### src/rtl/fdsa_pkg.sv
// Shared types and constants for the Forth data stack and ALU.
package fdsa_pkg;

  localparam int unsigned CELL_W  = 32;
  localparam int unsigned DEPTH_W = 9;

  typedef enum logic [3:0] {
    K_PUSH = 4'd0,
    K_ADD  = 4'd1,
    K_SUB  = 4'd2,
    K_MUL  = 4'd3,
    K_DIV  = 4'd4,
    K_MOD  = 4'd5,
    K_EQ   = 4'd6,
    K_LT   = 4'd7,
    K_GT   = 4'd8,
    K_DUP  = 4'd9,
    K_DROP = 4'd10,
    K_SWAP = 4'd11,
    K_OVER = 4'd12,
    K_DOT  = 4'd13,
    K_EMIT = 4'd14
  } kind_t;

  typedef enum logic [2:0] {
    ST_OK      = 3'd0,
    ST_OVER    = 3'd1,
    ST_UNDER   = 3'd2,
    ST_DIVZERO = 3'd3,
    ST_DIVOVF  = 3'd4
  } status_t;

  localparam logic [CELL_W-1:0] CELL_MIN   = 32'h8000_0000;
  localparam logic [CELL_W-1:0] CELL_TRUE  = 32'hFFFF_FFFF;
  localparam logic [6:0]        CHAR_MASK  = 7'h7F;
  localparam logic [6:0]        CHAR_SPACE = 7'd32;

  typedef struct packed {
    logic [3:0]               kind;
    logic signed [CELL_W-1:0] literal;
  } in_item_t;

  typedef struct packed {
    logic [2:0]               status;
    logic                     has_print;
    logic                     print_is_char;
    logic signed [CELL_W-1:0] print_value;
    logic [DEPTH_W-1:0]       stack_depth;
  } out_item_t;

  // Commands from the controller to the datapath.
  typedef struct packed {
    logic accept;
    logic exec;
    logic div_start;
    logic fin;
    logic swap2;
  } fdsa_cmd_t;

  // Status from the datapath to the controller.
  typedef struct packed {
    logic slot_free;
    logic div_go;
    logic swap_go;
    logic div_done;
  } fdsa_stat_t;

endpackage

### src/rtl/fdsa_ctrl.sv
// Controller state machine that sequences each operation through the datapath.
module fdsa_ctrl
  import fdsa_pkg::*;
(
  input  logic       clk,
  input  logic       rst_n,
  input  logic       in_valid,
  output logic       in_ready,
  input  fdsa_stat_t stat,
  output fdsa_cmd_t  cmd
);

  typedef enum logic [4:0] {
    S_IDLE  = 5'b00001,
    S_EXEC  = 5'b00010,
    S_DIV   = 5'b00100,
    S_FIN   = 5'b01000,
    S_SWAP2 = 5'b10000
  } state_t;

  state_t state_r;
  state_t state_nxt;

  assign in_ready = (state_r == S_IDLE);

  always_comb begin
    state_nxt     = state_r;
    cmd.accept    = 1'b0;
    cmd.exec      = 1'b0;
    cmd.div_start = 1'b0;
    cmd.fin       = 1'b0;
    cmd.swap2     = 1'b0;
    unique case (state_r)
      S_IDLE: begin
        if (in_valid) begin
          cmd.accept = 1'b1;
          state_nxt  = S_EXEC;
        end
      end
      S_EXEC: begin
        // Wait here until the result register can take this transaction.
        if (stat.slot_free) begin
          cmd.exec = 1'b1;
          if (stat.div_go) begin
            cmd.div_start = 1'b1;
            state_nxt     = S_DIV;
          end else if (stat.swap_go) begin
            state_nxt = S_SWAP2;
          end else begin
            state_nxt = S_IDLE;
          end
        end
      end
      S_DIV: begin
        if (stat.div_done) begin
          state_nxt = S_FIN;
        end
      end
      S_FIN: begin
        if (stat.slot_free) begin
          cmd.fin   = 1'b1;
          state_nxt = S_IDLE;
        end
      end
      S_SWAP2: begin
        cmd.swap2 = 1'b1;
        state_nxt = S_IDLE;
      end
      default: begin
        state_nxt = S_IDLE;
      end
    endcase
  end

  always_ff @(posedge clk) begin
    if (!rst_n) begin
      state_r <= S_IDLE;
    end else begin
      state_r <= state_nxt;
    end
  end

endmodule

### config.mk
export PLATFORM = sky130hd
export DESIGN_NAME = fdsa_ctrl
export DESIGN_NICKNAME = d
export VERILOG_FILES = /design/src/rtl/fdsa_pkg.sv /design/src/rtl/fdsa_ctrl.sv
export SDC_FILE = /design/constraint.sdc
export NUM_CORES = 1
export LEC_CHECK = 0
export ABC_AREA = 1
export BUFFER_PORTS_ARGS = -buffer_cell sky130_fd_sc_hd__buf_4
export CORE_AREA = 5 5 42 44
export DETAILED_ROUTE_END_ITERATION = 8
export DIE_AREA = 0 0 47 49
export MAX_ROUTING_LAYER = met4
export SYNTH_ARGS = -nofsm -noshare
export SYNTH_HDL_FRONTEND = slang
export SYNTH_SLANG_ARGS = --single-unit
### constraint.sdc
create_clock -name clk -period 0.95 [get_ports clk]
set_input_delay 0.0475 -clock clk [delete_from_list [all_inputs] [get_ports clk]]
set_output_delay 0.0475 -clock clk [all_outputs]
set_load 0.05 [all_outputs]
# == After elaboration in Yosys (flattened, before gate mapping) ==
# Index checks and enable logic that the tools add are counted.
# W data, S select, Z words.
# word_totals
register_bits,5
out_inout_bits,6
# op_classes
eq_ne,9
mux,15
reduce_logical,1
# op_table
op,n
$mux W5,6
$pmux W5 S4,1
$ne A2 B2 Y1 const B,4
$mux W1,6
$eq A5 B1 Y1 const B,1
$eq A5 B2 Y1 const B,1
$eq A5 B3 Y1 const B,1
$eq A5 B4 Y1 const B,1
$eq A5 B5 Y1 const B,1
$mux W2,2
$reduce_and A4 Y1,1

# == Longest topological paths before layout ==
# logic_depth
depth_word,4
mapped_depth,8
depth_no_buf,8

# == Worst setup path before layout ==
# OpenSTA, ideal clock, no wires.
# synth_timing
path_kind,flip-flop to output port
startpoint,register state_r[2]
endpoint,output cmd[2] in the netlist's numbering
arrival_time_ns,1.552
path_slack_ns,-0.650
stages_incl_launch_ff,6
path_buffers,0
cell_sequence,dfxtp_1 > nor2_4 > nand3_4 > nor2_2 > nand2_1 > inv_1
# synth_lines
element,line_no,source
start: declaration,fdsa_ctrl.sv:21,state_t state_r;
start signal: assignment,fdsa_ctrl.sv:79,state_r <= state_nxt;
end: declaration,fdsa_ctrl.sv:10,output fdsa_cmd_t cmd

==> impl_summary.txt <==
----------------------------------------------------
[Status]
  Result of the run ... finished, violations left
  Violated checks ... setup timing

[Global route]
  Vias in the first global route ... 497
  Initial antenna violation count ... 0
  Global router's overall resource usage ... 12.8%
  Global-route wire length before repair ... 2040 microns
  Pin count of the biggest net entering global routing ... 10
  Total global routing overflow ... 0

[Place]
  Final weighted congestion of routability-driven global placement ... 0.886
  DP Wirelength ... 846 microns
  Number of I/O port buffers ... 12
  Total placed cells including tap cells ... 93

[Clock tree]
  Clock Sinks ... 5
  Clock slew at the register clock pins of the worst setup and hold paths ... 0.04 ns
  Hold buffer count at cts ... 0
  Later-pin clock latency in the skew report ... 0.24 ns
  Clock tree from TritonCTS ... yes
  Maximum clock insertion buffer count ... 2
  Root cell of the clock tree ... clkbuf_4
  H-tree depth reported by CTS ... 1
  Cts bufs inserted ... 3

[Worst setup path]
  Largest incremental delay on the critical path ... 0.34 ns
  Worst path arrival time ... 1.29 ns
  Worst path buffer plus inverter count ... 3
  CP top delay family ... buffers and inverters
  Cell with the largest stage delay on the worst path ... dfxtp_4
  Req. time, crit path ... 0.90 ns
  Startpoint types ... flip-flop
  Type of element capturing the critical path ... output pin
  Biggest fanout along the worst timing path ... 4
  Classification of the worst setup path ... flip-flop to output pin
  Critical-path cell list ... nor2_4 -> buf_4 -> buf_6 -> nand2_4 -> nor2_4 -> buf_6

[Die]
  Die area ... 2300 sq um
  Rows ... 14
  Number of top-level pins ... 13
  Starting utilization of the core area ... 28.2%
  Overall die height ... 49 microns
  Core area ... 1400 sq um
  Width of the die ... 47 microns

[STA]
  Slew @ Worst Pin ... 0.243 ns
  Final Max Tran Viols ... 0
  Final Skew ... 0.000831 ns
  Final number of hold-violating endpoints ... 0
  Fmax ... 748 MHz
  Worst slack on hold paths ... 0.0419 ns
  Final Setup Violations ... 11
  Min cycle time layout ... 1.34 ns
  Worst slew margin relative to its limit ... 83.8%
  Worst Slack Setup Final ... -0.388 ns
  Portion of the clock cycle consumed by the worst path in the final layout ... 141%
  Unrepaired setup endpoints after global routing ... true

[Layout]
  Layout overhead on the synthesized area ... 102%
  Sequential cell area in the final layout ... 110 sq um
  # nets final ... 98
  Most flop-heavy register ... state_r
  Count of fill cells added during filler insertion ... 139
  Cell Count, Final, Fillers Out ... 106
  Number of flip-flops in the largest register ... 5
  Area of the multi-input gates ... 313 sq um
  Fraction of layout cells with a size suffix above 1 ... 73.3%
  Count of inserted antenna diode cells ... 0
  Largest registers in the final layout ... state_r (5)

[Routing]
  Detailed-route wire length ... 1300 microns
  Number of nets with antenna violations after routing ... 0
  First DRT Iteration DRCs ... 10
  Number of remaining DRC errors ... 0
  Per-cell routed wire length ... 12.3 microns
  Number of vias after detailed routing ... 478
  Vias per cell ... 4.51
  Detailed-router iteration count before antenna repair ... 4

[Pwr]
  Overall power consumption ... 1.22 mW
  Reported leakage power ... 0.372 nW
  Total power divided by cell area ... 1530 nW/um^2
  Worst voltage drop across the vdd grid ... 0.666 mV

[Worst hold path]
  Tightest Hold Check Type ... input port to flip-flop

[Synth]
  Flip-flop and latch count after synthesis ... 5
  Avg Synthesized Cell Area ... 6.82 sq um
  Fraction of the yosys area taken by sequential cells ... 25.3%
  Netlist area before placement ... 395 sq um
  Post-Synthesis Net Count ... 65
  Post-synthesis cell type count ... 14
  Yosys warnings ... 0
  Cells after synthesis ... 58

[Run]
  Number of max-cap violations ... 0

----------------------------------------------------
[Yosys cell counts]
| cell | n | area (sq um) |
|---|---|---|
| nor2_2 | 8 | 50.1 |
| nand2_1 | 9 | 33.8 |
| inv_1 | 10 | 37.5 |
| dfxtp_1 | 5 | 100 |
| nand4_1 | 3 | 18.8 |
| a21oi_1 | 2 | 10.0 |
| nand3_4 | 1 | 17.5 |
| nand4_2 | 2 | 25.0 |
| nand3_2 | 2 | 20.0 |
| nor2_4 | 2 | 22.5 |
| nor2_1 | 4 | 15.0 |
| nand2_2 | 1 | 6.26 |
| nand3_1 | 4 | 20.0 |
| inv_2 | 5 | 18.8 |
[layout make-up]
cell class	instances	area share (%)
multi-input combinational	38	39.2
timing repair buffer	28	33.1
sequential	5	13.8
inverter	15	8.01
clock buffer	4	3.30
tap	16	2.51
[path summary, 6_finish.rpt]
| path | to | slack, ns | depth (start not counted) | start |
|---|---|---|---|---|
| min reg2reg | state_r[3] | 0.54 | 2 | state_r[3] |
| max | cmd[0] | -0.39 | 6 | state_r[2] |
| max reg2reg | state_r[0] | -0.33 | 8 | state_r[2] |
| min | state_r[0] | 0.04 | 2 | rst_n |
[what timing repair did]
action / CTS / global route
resized for setup: 15 / 10
setup endpoints to repair: 11 / 11
setup buffers: 7 / 4
pin swaps: 5 / 4
[cell families after synthesis]
| kind of cell | share of synthesized area, % |
|---|---|
| simple gates | 57.9 |
| buf+inv | 14.2 |
| compound gates | 2.53 |
| flops | 25.3 |
[per-layer routing]
layer / track usage (%) / wire length, microns
met1: 12.1 / 458
met2: 21.9 / 756
met3: 3.32 / 54
met4: 7.83 / 35
met5: - / 0
[where the power goes]
| part | internal, mW | leakage, nW | total, mW | switching, mW |
|---|---|---|---|---|
| Clock | 0.159 | 0.0150 | 0.250 | 0.0912 |
| Sequential | 0.237 | 0.0425 | 0.275 | 0.0381 |
| Combinational | 0.309 | 0.314 | 0.691 | 0.382 |
[stage by stage]
| step | util (%) | cell area [sq um] | setup slack (ns) | TNS (ns) |
|---|---|---|---|---|
| finish | 56.9 | 797 | -0.388 | -3.50 |
| global placement | 42.6 | 597 | -0.230 | -1.56 |
| global route | 56.9 | 797 | -0.459 | -4.31 |
| detailed placement | 42.6 | 597 | -0.240 | -1.73 |
| floorplan | - | 434 | -0.366 | -1.32 |
| CTS | 51.5 | 722 | -0.397 | -3.39 |
[cells in the final DEF (no fill, tap or decap), drive strengths merged]
| cell type | count |
|---|---|
| a21oi | 2 |
| buf | 28 |
| clkbuf | 4 |
| clkinvlp | 2 |
| dfxtp | 5 |
| inv | 13 |
| nand2 | 10 |
| nand3 | 7 |
| nand4 | 5 |
| nor2 | 14 |
(Power assumes the default switching activity.)
